--- config.mk ---
export PLATFORM = sky130hd
export DESIGN_NAME = vsr_ctrl
export DESIGN_NICKNAME = d
export VERILOG_FILES = /design/src/rtl/vsr_pkg.sv /design/src/rtl/vsr_ctrl.sv
export SDC_FILE = /design/constraint.sdc
export NUM_CORES = 1
export LEC_CHECK = 0
export BUFFER_PORTS_ARGS = -buffer_cell sky130_fd_sc_hd__buf_2
export CORE_MARGIN = 4
export CORE_UTILIZATION = 53
export CTS_BUF_LIST = sky130_fd_sc_hd__clkbuf_8
export CTS_CLUSTER_SIZE = 8
export DETAILED_ROUTE_END_ITERATION = 8
export PLACE_DENSITY = 0.77
export SYNTH_ARGS = -nofsm -noshare
export SYNTH_HDL_FRONTEND = slang
export SYNTH_SLANG_ARGS = --single-unit
--- constraint.sdc ---
create_clock -name clk -period 1.5 [get_ports clk]
set_clock_uncertainty 0.05 [all_clocks]
set_input_delay 0.15 -clock clk [delete_from_list [all_inputs] [get_ports clk]]
set_output_delay 0.15 -clock clk [all_outputs]
set_load 0.05 [all_outputs]
--- src/rtl/vsr_pkg.sv ---
`default_nettype none

package vsr_pkg;

    localparam int FRAC_BITS  = 16;
    localparam int NODE_W     = 10;
    localparam int POS_W      = 32;
    localparam int ACC_W      = 48;
    localparam int ONE_FX     = 1 << FRAC_BITS;
    localparam int K_STIFF    = ((32 << FRAC_BITS) + 50) / 100;
    localparam int SQRT_STEPS = 33;
    localparam int DIV_STEPS  = 17;

    localparam logic [1:0] ACT_INT  = 2'd0;
    localparam logic [1:0] ACT_EDGE = 2'd1;
    localparam logic [1:0] ACT_FIN  = 2'd2;

    localparam logic CFG_TIME_STEP = 1'b0;
    localparam logic CFG_DAMPING   = 1'b1;

    localparam logic [4:0] OP_NOP    = 5'd0;
    localparam logic [4:0] OP_CLEAR  = 5'd1;
    localparam logic [4:0] OP_LOAD   = 5'd2;
    localparam logic [4:0] OP_INT_RD = 5'd3;
    localparam logic [4:0] OP_INT_MUL = 5'd4;
    localparam logic [4:0] OP_INT_WR = 5'd5;
    localparam logic [4:0] OP_E_RDA  = 5'd6;
    localparam logic [4:0] OP_E_RDB  = 5'd7;
    localparam logic [4:0] OP_E_DIFF = 5'd8;
    localparam logic [4:0] OP_E_SQ   = 5'd9;
    localparam logic [4:0] OP_E_SUM  = 5'd10;
    localparam logic [4:0] OP_E_SQRT = 5'd11;
    localparam logic [4:0] OP_E_CHK  = 5'd12;
    localparam logic [4:0] OP_E_DIV  = 5'd13;
    localparam logic [4:0] OP_E_M1   = 5'd14;
    localparam logic [4:0] OP_E_M2   = 5'd15;
    localparam logic [4:0] OP_E_RDAC = 5'd16;
    localparam logic [4:0] OP_E_WRA  = 5'd17;
    localparam logic [4:0] OP_E_WRB  = 5'd18;
    localparam logic [4:0] OP_F_RD   = 5'd19;
    localparam logic [4:0] OP_F_CALC = 5'd20;
    localparam logic [4:0] OP_F_OUT  = 5'd21;

    typedef struct packed {
        logic [4:0] op;
        logic       ready;
    } vsr_cmd_t;

    typedef struct packed {
        logic [1:0] action;
        logic       in_valid;
        logic       d_zero;
        logic       len_zero;
        logic       clr_last;
        logic       out_free;
    } vsr_sts_t;

endpackage

`default_nettype wire

--- src/rtl/vsr_ctrl.sv ---
`default_nettype none

module vsr_ctrl (
    input  logic              clk,
    input  logic              rst_n,
    input  vsr_pkg::vsr_sts_t sts,
    output vsr_pkg::vsr_cmd_t cmd
);
    import vsr_pkg::*;

    localparam logic [4:0] S_CLEAR   = 5'd0;
    localparam logic [4:0] S_IDLE    = 5'd1;
    localparam logic [4:0] S_DISP    = 5'd2;
    localparam logic [4:0] S_INT_MUL = 5'd3;
    localparam logic [4:0] S_INT_WR  = 5'd4;
    localparam logic [4:0] S_E_RDB   = 5'd5;
    localparam logic [4:0] S_E_DIFF  = 5'd6;
    localparam logic [4:0] S_E_SQ    = 5'd7;
    localparam logic [4:0] S_E_SUM   = 5'd8;
    localparam logic [4:0] S_E_SQRT  = 5'd9;
    localparam logic [4:0] S_E_CHK   = 5'd10;
    localparam logic [4:0] S_E_DIV   = 5'd11;
    localparam logic [4:0] S_E_M1    = 5'd12;
    localparam logic [4:0] S_E_M2    = 5'd13;
    localparam logic [4:0] S_E_RDAC  = 5'd14;
    localparam logic [4:0] S_E_WRA   = 5'd15;
    localparam logic [4:0] S_E_WRB   = 5'd16;
    localparam logic [4:0] S_F_CALC  = 5'd17;
    localparam logic [4:0] S_F_OUT   = 5'd18;

    logic [4:0] state_reg, state_next;
    logic [5:0] cnt_reg, cnt_next;

    always_ff @(posedge clk or negedge rst_n)
    begin
        if (!rst_n)
        begin
            state_reg <= S_CLEAR;
            cnt_reg   <= '0;
        end
        else
        begin
            state_reg <= state_next;
            cnt_reg   <= cnt_next;
        end
    end

    always_comb
    begin
        state_next = state_reg;
        cnt_next   = cnt_reg;
        cmd.op     = OP_NOP;
        cmd.ready  = 1'b0;
        unique case (state_reg)
            S_CLEAR:
            begin
                cmd.op = OP_CLEAR;
                if (sts.clr_last)
                    state_next = S_IDLE;
            end
            S_IDLE:
            begin
                cmd.ready = 1'b1;
                if (sts.in_valid)
                begin
                    cmd.op     = OP_LOAD;
                    state_next = S_DISP;
                end
            end
            S_DISP:
            begin
                unique case (sts.action)
                    ACT_INT:
                    begin
                        cmd.op     = OP_INT_RD;
                        state_next = S_INT_MUL;
                    end
                    ACT_EDGE:
                    begin
                        cmd.op     = OP_E_RDA;
                        state_next = S_E_RDB;
                    end
                    ACT_FIN:
                    begin
                        cmd.op     = OP_F_RD;
                        state_next = S_F_CALC;
                    end
                    default: state_next = S_IDLE;
                endcase
            end
            S_INT_MUL:
            begin
                cmd.op     = OP_INT_MUL;
                state_next = S_INT_WR;
            end
            S_INT_WR:
            begin
                cmd.op     = OP_INT_WR;
                state_next = S_IDLE;
            end
            S_E_RDB:
            begin
                cmd.op     = OP_E_RDB;
                state_next = S_E_DIFF;
            end
            S_E_DIFF:
            begin
                cmd.op     = OP_E_DIFF;
                state_next = S_E_SQ;
            end
            S_E_SQ:
            begin
                if (sts.d_zero)
                    state_next = S_IDLE;
                else
                begin
                    cmd.op     = OP_E_SQ;
                    state_next = S_E_SUM;
                end
            end
            S_E_SUM:
            begin
                cmd.op     = OP_E_SUM;
                cnt_next   = '0;
                state_next = S_E_SQRT;
            end
            S_E_SQRT:
            begin
                cmd.op   = OP_E_SQRT;
                cnt_next = cnt_reg + 6'd1;
                if (cnt_reg == 6'(SQRT_STEPS - 1))
                    state_next = S_E_CHK;
            end
            S_E_CHK:
            begin
                cnt_next = '0;
                if (sts.len_zero)
                    state_next = S_IDLE;
                else
                begin
                    cmd.op     = OP_E_CHK;
                    state_next = S_E_DIV;
                end
            end
            S_E_DIV:
            begin
                cmd.op   = OP_E_DIV;
                cnt_next = cnt_reg + 6'd1;
                if (cnt_reg == 6'(DIV_STEPS - 1))
                    state_next = S_E_M1;
            end
            S_E_M1:
            begin
                cmd.op     = OP_E_M1;
                state_next = S_E_M2;
            end
            S_E_M2:
            begin
                cmd.op     = OP_E_M2;
                state_next = S_E_RDAC;
            end
            S_E_RDAC:
            begin
                cmd.op     = OP_E_RDAC;
                state_next = S_E_WRA;
            end
            S_E_WRA:
            begin
                cmd.op     = OP_E_WRA;
                state_next = S_E_WRB;
            end
            S_E_WRB:
            begin
                cmd.op     = OP_E_WRB;
                state_next = S_IDLE;
            end
            S_F_CALC:
            begin
                cmd.op     = OP_F_CALC;
                state_next = S_F_OUT;
            end
            S_F_OUT:
            begin
                if (sts.out_free)
                begin
                    cmd.op     = OP_F_OUT;
                    state_next = S_IDLE;
                end
            end
            default: state_next = S_IDLE;
        endcase
    end

endmodule

`default_nettype wire

==> run metrics, run 1 <==
outcome=stopped before the end; Stop stage=4_1_cts; Error=[ERROR DPL-0033] detailed placement checks failed during check placement.; Starting Density=57.8%; Die Y=roughly 52 um; cts hold-fix bufs=1; post-synthesis sequential area ratio=a little over a quarter; post-synth cell types=37; maximum root-to-sink buffer count=2; placed cell area=1430 um2; mapped cell area=1040 um2; Async SR Flop Fraction=100%; Gate Count Post-Synth=147; post-placement setup slack=-178 ps; CTS HTree Levels=1; Clock Tree Root=clkbuf_8; num rows=15; clk sink count=11; I/O pins=15; post-CTS sizing=64; Synth Flop Type=dfrtp_1; synth warn=0; Post-Syn Area per Cell=7.08 um2; Net Count, Synth=158; TritonCTS Buffers=3; count of flip-flops with a built-in enable after synthesis=0; IO buf count=14; Yosys reg bits=11; final weighted congestion in routability-driven placement=0.999; Chip Width=52.3 um; post-CTS setup buffers=7; Detail Placement HPWL=2.59 mm
[cell usage after synthesis (all sizes together), types with 3 or more instances]
master / instances / area share (%)
nand3: 8 / 3.8
mux2i: 3 / 2.9
inv: 9 / 3.2
o211ai: 3 / 2.2
nand2: 21 / 7.6
o21ai: 16 / 7.7
and3: 4 / 2.4
nor3: 7 / 4.4
dfrtp: 11 / 26
a21oi: 10 / 4.8
nor2: 15 / 5.4
nand2b: 4 / 2.4
buf: 9 / 5.0
[stage by stage]
stage | utilization [%] | cells | TNS (ps)
global placement | 79.1 | 219 | -781
detailed placement | 79.1 | 219 | -1110
floorplan | - | 147 | -949
[cell families after synthesis]
family                     Yosys count  share of synthesized area [%]
and+or+nand+nor                     65                           30.3
muxes                                3                           2.88
adders and majority gates            2                           2.40
AOI/OAI and AO/OA                   47                           29.3
DFF                                 11                           26.4
buffers and inverters               19                           8.65
==> run 2: changes to the inputs <==
- CORE_AREA: not set -> 4 4 65 67
- CORE_MARGIN: 4 -> not set
- CORE_UTILIZATION: 53 -> not set
- CTS_BUF_LIST: sky130_fd_sc_hd__clkbuf_8 -> not set
- CTS_CLUSTER_SIZE: 8 -> not set
- DIE_AREA: not set -> 0 0 69 71
- PLACE_DENSITY: 0.77 -> not set
- PLACE_DENSITY_LB_ADDON: not set -> 0.15
- clock period: 1.5 -> 2 ns (I/O delays scaled with it)
==> run metrics, run 2 <==
gr usage total=13.3%; Req. time, crit path=1750 ps; mapped cell area=~1000 um2; Setup crit end kind=primary output; sequential share of power=19.2%; number of flip-flops in the largest register=6; remaining antenna violation count=0; Detail Placement HPWL=2.35 mm; critical path peak fanout=8; combinational power share=71.7%; Fmax=~520 MHz; most common cell after layout, fill and taps aside=nand2_1; WL met1=1.60 mm; Post-Place Cells=approximately 210; Leak Pwr=a little under 0.6 nW; worst hold path class=input port to flip-flop; area of the core=3630 um2; Rel. slew slack=between 70% and 80%; CP Launch Type=flip-flop; WHS=between 200 and 250 ps; TritonCTS clock tree=built; Int Pwr=about 1.2 mW; IO buf count=14; Net Switching=between 1 and 1.5 mW; most common cell in the netlist=nand2_1; unrepaired setup endpoints after global routing=no; DR WL/cell=14.6 um; met2 WL=1.46 mm; CTS HTree Levels=1; antenna violations before repair=0; Largest stage delay, worst path=430 ps; synthesis-to-layout area growth=28.8%; Synth Flop Type=dfrtp_1; initial DRC count=45; clk sink count=11; Final nets=183; Crit Path Class=flip-flop to primary output; FF-to-FF End=state_reg[1]; R2R Setup Slk=370 ps; Clock Tree Root=clkbuf_8; Synth top area share=roughly a quarter; Switching Share=54.1%; Gate Count Post-Synth=147; drt total wl=between 3 and 4 mm; Synth area leader=dfrtp_1; vias=1153; maximum root-to-sink buffer count=2; die area=between 4000 and 5000 um2; max cap viols=0; outcome=completed; num rows=22; count of flip-flops with a built-in enable after synthesis=0; TritonCTS Buffers=3; post-synth cell types=37; reg2reg path depth=5; First-pass DRT Iterations=4; Synth top cells by count=21 x nand2_1, 15 x nor2_1, 13 x o21ai_0; Max Slew Vio Count=0; endpoints failing hold=0; synth warn=0; via density per instance=5.26; number of global-route vias before repair=1130; final period utilization=96.0%; crit path DAT=between 1500 and 2000 ps; Top Layer Used=met4; Yosys reg bits=11; critical-path cell list=inv_4 -> or3_1 -> a21oi_1 -> o21ai_1 -> o31ai_2 -> buf_4; first-pass GRT wire length=5.42 mm; Power Density=1890 nW/um2; hold endpoint=state_reg[3]; Setup Viol. Count Final=0; reg-to-reg startpoint=state_reg[4]; final weighted congestion in routability-driven placement=0.837; Synth area leaders=dfrtp_1 26%, nand2_1 7.6%, o21ai_0 6.3%; Clock power frac=slightly above 9%; fraction of layout cells with a size suffix above 1=28.7%; Chip Width=69 um; Starting Density=between 20% and 30%; non-filler cells, final=219; post-synthesis sequential area ratio=approximately a quarter; grt total ovfl=0; clock period minus worst slack=1920 ps; hold wc startpoint=sts[2]; slowest CP cell=dfrtp_1; drt drc=0; Post-Syn Area per Cell=about 7.1 um2; Async SR Flop Fraction=100%; Reg clk slew, reported paths=~60 ps; most frequent cells in the layout=21 x nand2_1, 17 x buf_4, 13 x nor2_1, 12 x o21ai_0; WHS Path Cells=4; Inserted Diodes=0; met3 WL post-DR=134 um; largest net degree at the start of global routing=25; Worst-Skew Late Latency=240 ps; Peak VDD IR=909 uV; Net Count, Synth=158; Slew @ Worst Pin=around 440 ps; I/O pins=15; Die Y=~71 um
run 2: worst max-delay path by stage:
| stage | startpoint | end | slack, ps | cells past startpoint |
|---|---|---|---|---|
| after global routing | state_reg[0] | cmd[5] | 20 | 7 |
| final | state_reg[0] | cmd[2] | 80 | 6 |
| after CTS | state_reg[0] | cmd[4] | 4 | 6 |
| after detailed placement | state_reg[3] | cmd[4] | 190 | 6 |
| after global placement | state_reg[1] | cmd[4] | 190 | 5 |
| after floorplan | state_reg[0] | cmd[4] | -20 | 6 |
run 2: cells by family after synthesis:
family / Yosys count / share of synthesized area [%]
simple gates: 65 / 30.3
fa+ha+maj: 2 / 2.40
compound gates: 47 / 29.3
mux: 3 / 2.88
buf+inv: 19 / 8.65
flops: 11 / 26.4
run 2: routing by layer:
layer / vias to the layer above / track usage [%]
met4: 0 / 1.95
met3: 2 / 3.55
met2: 25 / 21.8
met5: - / 0
li1: 576 / -
met1: 550 / 18.0
run 2: critical path, delay by kind of cell (launching register included):
| family | cells | cell delay, ps |
|---|---|---|
| flops | 1 | 430 |
| simple gates | 1 | 380 |
| buf+inv | 2 | 310 |
| compound gates | 3 | 310 |
run 2: layout make-up:
class,count,area [um2]
Multi-Input combinational cell,117,698
Timing Repair Buffer,30,219
Tap cell,48,60.1
Fill cell,418,2290
Inverter,9,38.8
Sequential cell,11,280
Clock buffer,4,45.0
run 2: what timing repair did:
action	4_1_cts	5_1_grt
hold buffers	1	0
setup endpoints to repair	4	5
buffers inserted	0	5
gates resized for setup	6	14
hold endpoints to repair	11	0
run 2: per-stage QoR:
step / utilization, % / worst slack [ps] / total power [mW] / cell area (um2) / TNS [ps]
floorplan: - / -22.1 / 1.71 / 1060 / -22.1
global placement: 33.3 / 191 / 2.12 / 1210 / 0
detailed placement: 33.3 / 193 / 2.12 / 1210 / 0
CTS: 35.2 / 4.44 / 2.41 / 1280 / 0
global route: 36.9 / 18.5 / 2.73 / 1340 / 0
finish: 36.9 / 80.0 / 2.53 / 1340 / 0
run 2: power groups by stage:
stage | Sequential, mW | Combinational (mW) | Clock, mW
3_3_place_gp | 0.475 | 1.65 | 0
6_report | 0.485 | 1.81 | 0.232
4_1_cts | 0.478 | 1.69 | 0.244
2_1_floorplan | 0.385 | 1.32 | 0
3_5_place_dp | 0.475 | 1.65 | 0
5_1_grt | 0.502 | 1.97 | 0.253
(Power assumes the default switching activity.)
==> run 3: changes to the inputs <==
- clock period: 2 -> 2.4 ns (I/O delays scaled with it)
==> run metrics, run 3 (synthesized netlist as in run 2, its figures left out) <==
fraction of layout cells with a size suffix above 1=18.8%; synthesis-to-layout area growth=16.8%; Power Density=1550 nW/um2; Req. time, crit path=approximately 2100 ps; CP Launch Type=flip-flop; max cap viols=0; maximum root-to-sink buffer count=2; via density per instance=5.17; worst hold path class=input port to flip-flop; antenna violations before repair=0; outcome=completed; initial DRC count=54; Clock Tree Root=clkbuf_8; Fmax=458 MHz; Max Slew Vio Count=0; unrepaired setup endpoints after global routing=no; critical path peak fanout=12; R2R Setup Slk=700 ps; largest net degree at the start of global routing=21; final period utilization=between 90% and 100%; Post-Place Cells=203; final weighted congestion in routability-driven placement=0.788; Die Y=71 um; vias=1075; most common cell after layout, fill and taps aside=nand2_1; IO buf count=14; Starting Density=28.7%; number of global-route vias before repair=996; first-pass GRT wire length=4.97 mm; area of the core=3630 um2; Detail Placement HPWL=roughly 2.1 mm; First-pass DRT Iterations=4; Setup Viol. Count Final=0; Crit Path Class=flip-flop to primary output; Reg clk slew, reported paths=around 60 ps; Leak Pwr=0.515 nW; TritonCTS clock tree=built; Peak VDD IR=527 uV; endpoints failing hold=0; crit path DAT=1890 ps; post-placement setup slack=400 ps; Inserted Diodes=0; total power=1.89 mW; setup TNS=0 ps; grt total ovfl=0; remaining antenna violation count=0; Setup crit end kind=primary output; Chip Width=about 69 um; DR WL/cell=14.1 um; setup ws final=216 ps; Worst-Skew Late Latency=~250 ps; TritonCTS Buffers=3; gr usage total=between 10% and 20%; I/O pins=15; drt total wl=2.93 mm; most frequent cells in the layout=21 x nand2_1, 15 x nor2_1, 14 x buf_2, 13 x o21ai_0, 10 x a21oi_1; Fillers=399; non-filler cells, final=between 200 and 250; Rel. slew slack=a little over two thirds; clk sink count=11; Slew @ Worst Pin=457 ps; num rows=22; Final nets=172; clock period minus worst slack=2180 ps; drt drc=0; die area=4900 um2; number of flip-flops in the largest register=6; CTS HTree Levels=1
## run 3: cell type report
class | instances | area (um2) | share of cell area, %
tap | 48 | 60.1 | 4.94
clock buffer | 3 | 41.3 | 3.40
inverter | 9 | 33.8 | 2.78
multi-input combinational | 117 | 676 | 55.6
timing repair buffer | 19 | 123 | 10.1
clock inverter | 1 | 5.00 | 0.412
sequential | 11 | 278 | 22.8
## run 3: metal layers
layer	GRT usage [%]	wire length, um
met5	0	0
met4	3.90	23
met3	1.99	98
met2	18.3	1370
met1	18.2	1450
## run 3: where the power goes
| group | switching (mW) | internal [mW] | total [mW] |
|---|---|---|---|
| logic | 0.834 | 0.427 | 1.26 |
| registers | 0.165 | 0.262 | 0.427 |
| clock network | 0.0874 | 0.115 | 0.202 |
## run 3: worst paths after layout
path                                    from            to  cells past startpoint
worst min-delay path                  sts[2]  state_reg[3]                      4
min in group asynchronous              rst_n  state_reg[0]                      2
worst min register to register    cnt_reg[0]    cnt_reg[0]                      1
worst max register to register  state_reg[4]  state_reg[1]                      5
worst max-delay path            state_reg[4]        cmd[4]                      5
max in group asynchronous              rst_n  state_reg[2]                      2
## run 3: metrics by stage
| stage | utilization, % | instance area, um2 | hold slack (ps) |
|---|---|---|---|
| 6_report | 33.5 | 1220 | 258 |
| 5_1_grt | 33.5 | 1220 | 326 |
| 4_1_cts | 33.4 | 1210 | 256 |
| 3_5_place_dp | 31.9 | 1160 | 95.4 |
| 3_3_place_gp | 31.9 | 1160 | 88.2 |
| 2_1_floorplan | - | 1040 | -106 |
## run 3: critical path, cell delays in order, from the launching register on
cell,delay (ps)
dfrtp_1,540
nand2b_1,290
nor3_1,310
nand2_1,120
o211ai_1,90
buf_2,290
## run 3: what timing repair did
item | CTS | global route
endpoints found under the setup margin | 0 | 1
hold endpoints to repair | 11 | 0
buffers inserted | 0 | 0
resized for setup | 0 | 2
hold buffers | 1 | 0
==> run 4: changes to the inputs <==
- SETUP_SLACK_MARGIN: not set -> 0.1
- clock period: 2.4 -> 2.2 ns (I/O delays scaled with it)
==> run metrics, run 4 (synthesized netlist as in run 2, its figures left out) <==
num rows=22; CP Launch Type=flip-flop; Chip Width=around 70 um; DR WL/cell=between 10 and 15 um; total power=2.13 mW; die area=4900 um2; area of the core=between 3000 and 4000 um2; max cap viols=0; antenna violations before repair=0; worst hold path class=input port to flip-flop; Net Switching=~1.2 mW; initial DRC count=44; Peak VDD IR=611 uV; largest net degree at the start of global routing=21; Power Density=1690 nW/um2; Inserted Diodes=0; post-route cell area=1260 um2; Die Y=71 um; combinational power share=70.4%; Req. time, crit path=1930 ps; Crit Path Class=flip-flop to primary output; Int Pwr=0.938 mW; final weighted congestion in routability-driven placement=0.788; post-placement setup slack=374 ps; fraction of layout cells with a size suffix above 1=23.2%; most common cell after layout, fill and taps aside=nand2_1; Worst-Skew Late Latency=240 ps; Clock power frac=9.8%; number of global-route vias before repair=roughly 990; number of flip-flops in the largest register=6; CTS HTree Levels=1; gr usage total=12.4%; Final nets=176; maximum root-to-sink buffer count=2; setup TNS=0 ps; via density per instance=5.24; unrepaired setup endpoints after global routing=yes; drt drc=0; IO buf count=14; outcome=completed; Switching Share=56.0%; Max Slew Vio Count=0; setup ws final=212 ps; First-pass DRT Iterations=4; clk sink count=11; Rel. slew slack=72.9%; Reg clk slew, reported paths=50 ps; Clock Tree Root=clkbuf_8; TritonCTS clock tree=built; clock period minus worst slack=just under 2000 ps; synthesis-to-layout area growth=21.2%; Setup Viol. Count Final=0; Detail Placement HPWL=between 2 and 2.5 mm; endpoints failing hold=0; Fmax=~500 MHz; Setup crit end kind=primary output; Fillers=430; final period utilization=90.4%; crit path DAT=1720 ps; I/O pins=15; most frequent cells in the layout=21 x nand2_1, 14 x nor2_1, 13 x o21ai_0, 11 x buf_2; first-pass GRT wire length=4.96 mm; Starting Density=28.7%; TritonCTS Buffers=3; placed cell area=1180 um2; Slew @ Worst Pin=403 ps; critical path peak fanout=12; grt total ovfl=0; drt total wl=2.97 mm; Leak Pwr=~0.53 nW; vias=1111; remaining antenna violation count=0; sequential share of power=roughly 20%
## run 4: final cells by class
class | instances | area [um2] | area share (%)
clock buffers | 4 | 45.0 | 3.57
inverters | 9 | 33.8 | 2.68
multi-input cells | 117 | 696 | 55.2
flip-flops and latches | 11 | 279 | 22.1
well taps | 48 | 60.1 | 4.76
repair buffers | 23 | 148 | 11.7
## run 4: repair_timing
action,4_1_cts,5_1_grt
setup buffers,0,0
setup endpoints to repair,2,5
hold buffers,1,0
pin swaps,0,0
gates resized for setup,2,8
hold endpoints to repair,11,0
## run 4: worst paths after layout
kind,startpoint,endpoint,slack (ps),depth (start not counted)
worst max register to register,cnt_reg[0],state_reg[2],580,6
worst min register to register,cnt_reg[0],cnt_reg[0],500,1
min in group asynchronous,rst_n,state_reg[3],340,2
worst min-delay path,sts[0],state_reg[4],280,3
max in group asynchronous,rst_n,state_reg[4],1520,2
worst max-delay path,state_reg[4],cmd[1],210,7
## run 4: power groups by stage
| stage | Sequential, mW | Combinational, mW | Clock, mW |
|---|---|---|---|
| 6_report | 0.422 | 1.50 | 0.208 |
| 5_1_grt | 0.441 | 1.64 | 0.228 |
| 4_1_cts | 0.416 | 1.47 | 0.216 |
| 3_5_place_dp | 0.417 | 1.46 | 0 |
| 3_3_place_gp | 0.415 | 1.46 | 0 |
| 2_1_floorplan | 0.346 | 1.18 | 0 |
## run 4: critical path: stages, from the launching register on
cell and delay [ps]:
dfrtp_2 490, buf_4 200, nor2_1 130, nand2_1 80, a21oi_1 190, nor2_1 70
nand2_1 60, buf_2 250
## run 4: stage by stage
stage          util (%)  hold slack, ps  instances
2_1_floorplan         -            -126        147
3_3_place_gp       32.5            63.4        207
3_5_place_dp       32.5            74.4        207
4_1_cts            34.2             270        212
5_1_grt            34.7             287        212
6_report           34.7             276        212
## run 4: metal layers
| metal | routed length, um | GRT usage [%] |
|---|---|---|
| met5 | 0 | 0 |
| met1 | 1390 | 16.8 |
| met4 | 14 | 2.82 |
| met3 | 145 | 3.69 |
| met2 | 1420 | 19.6 |
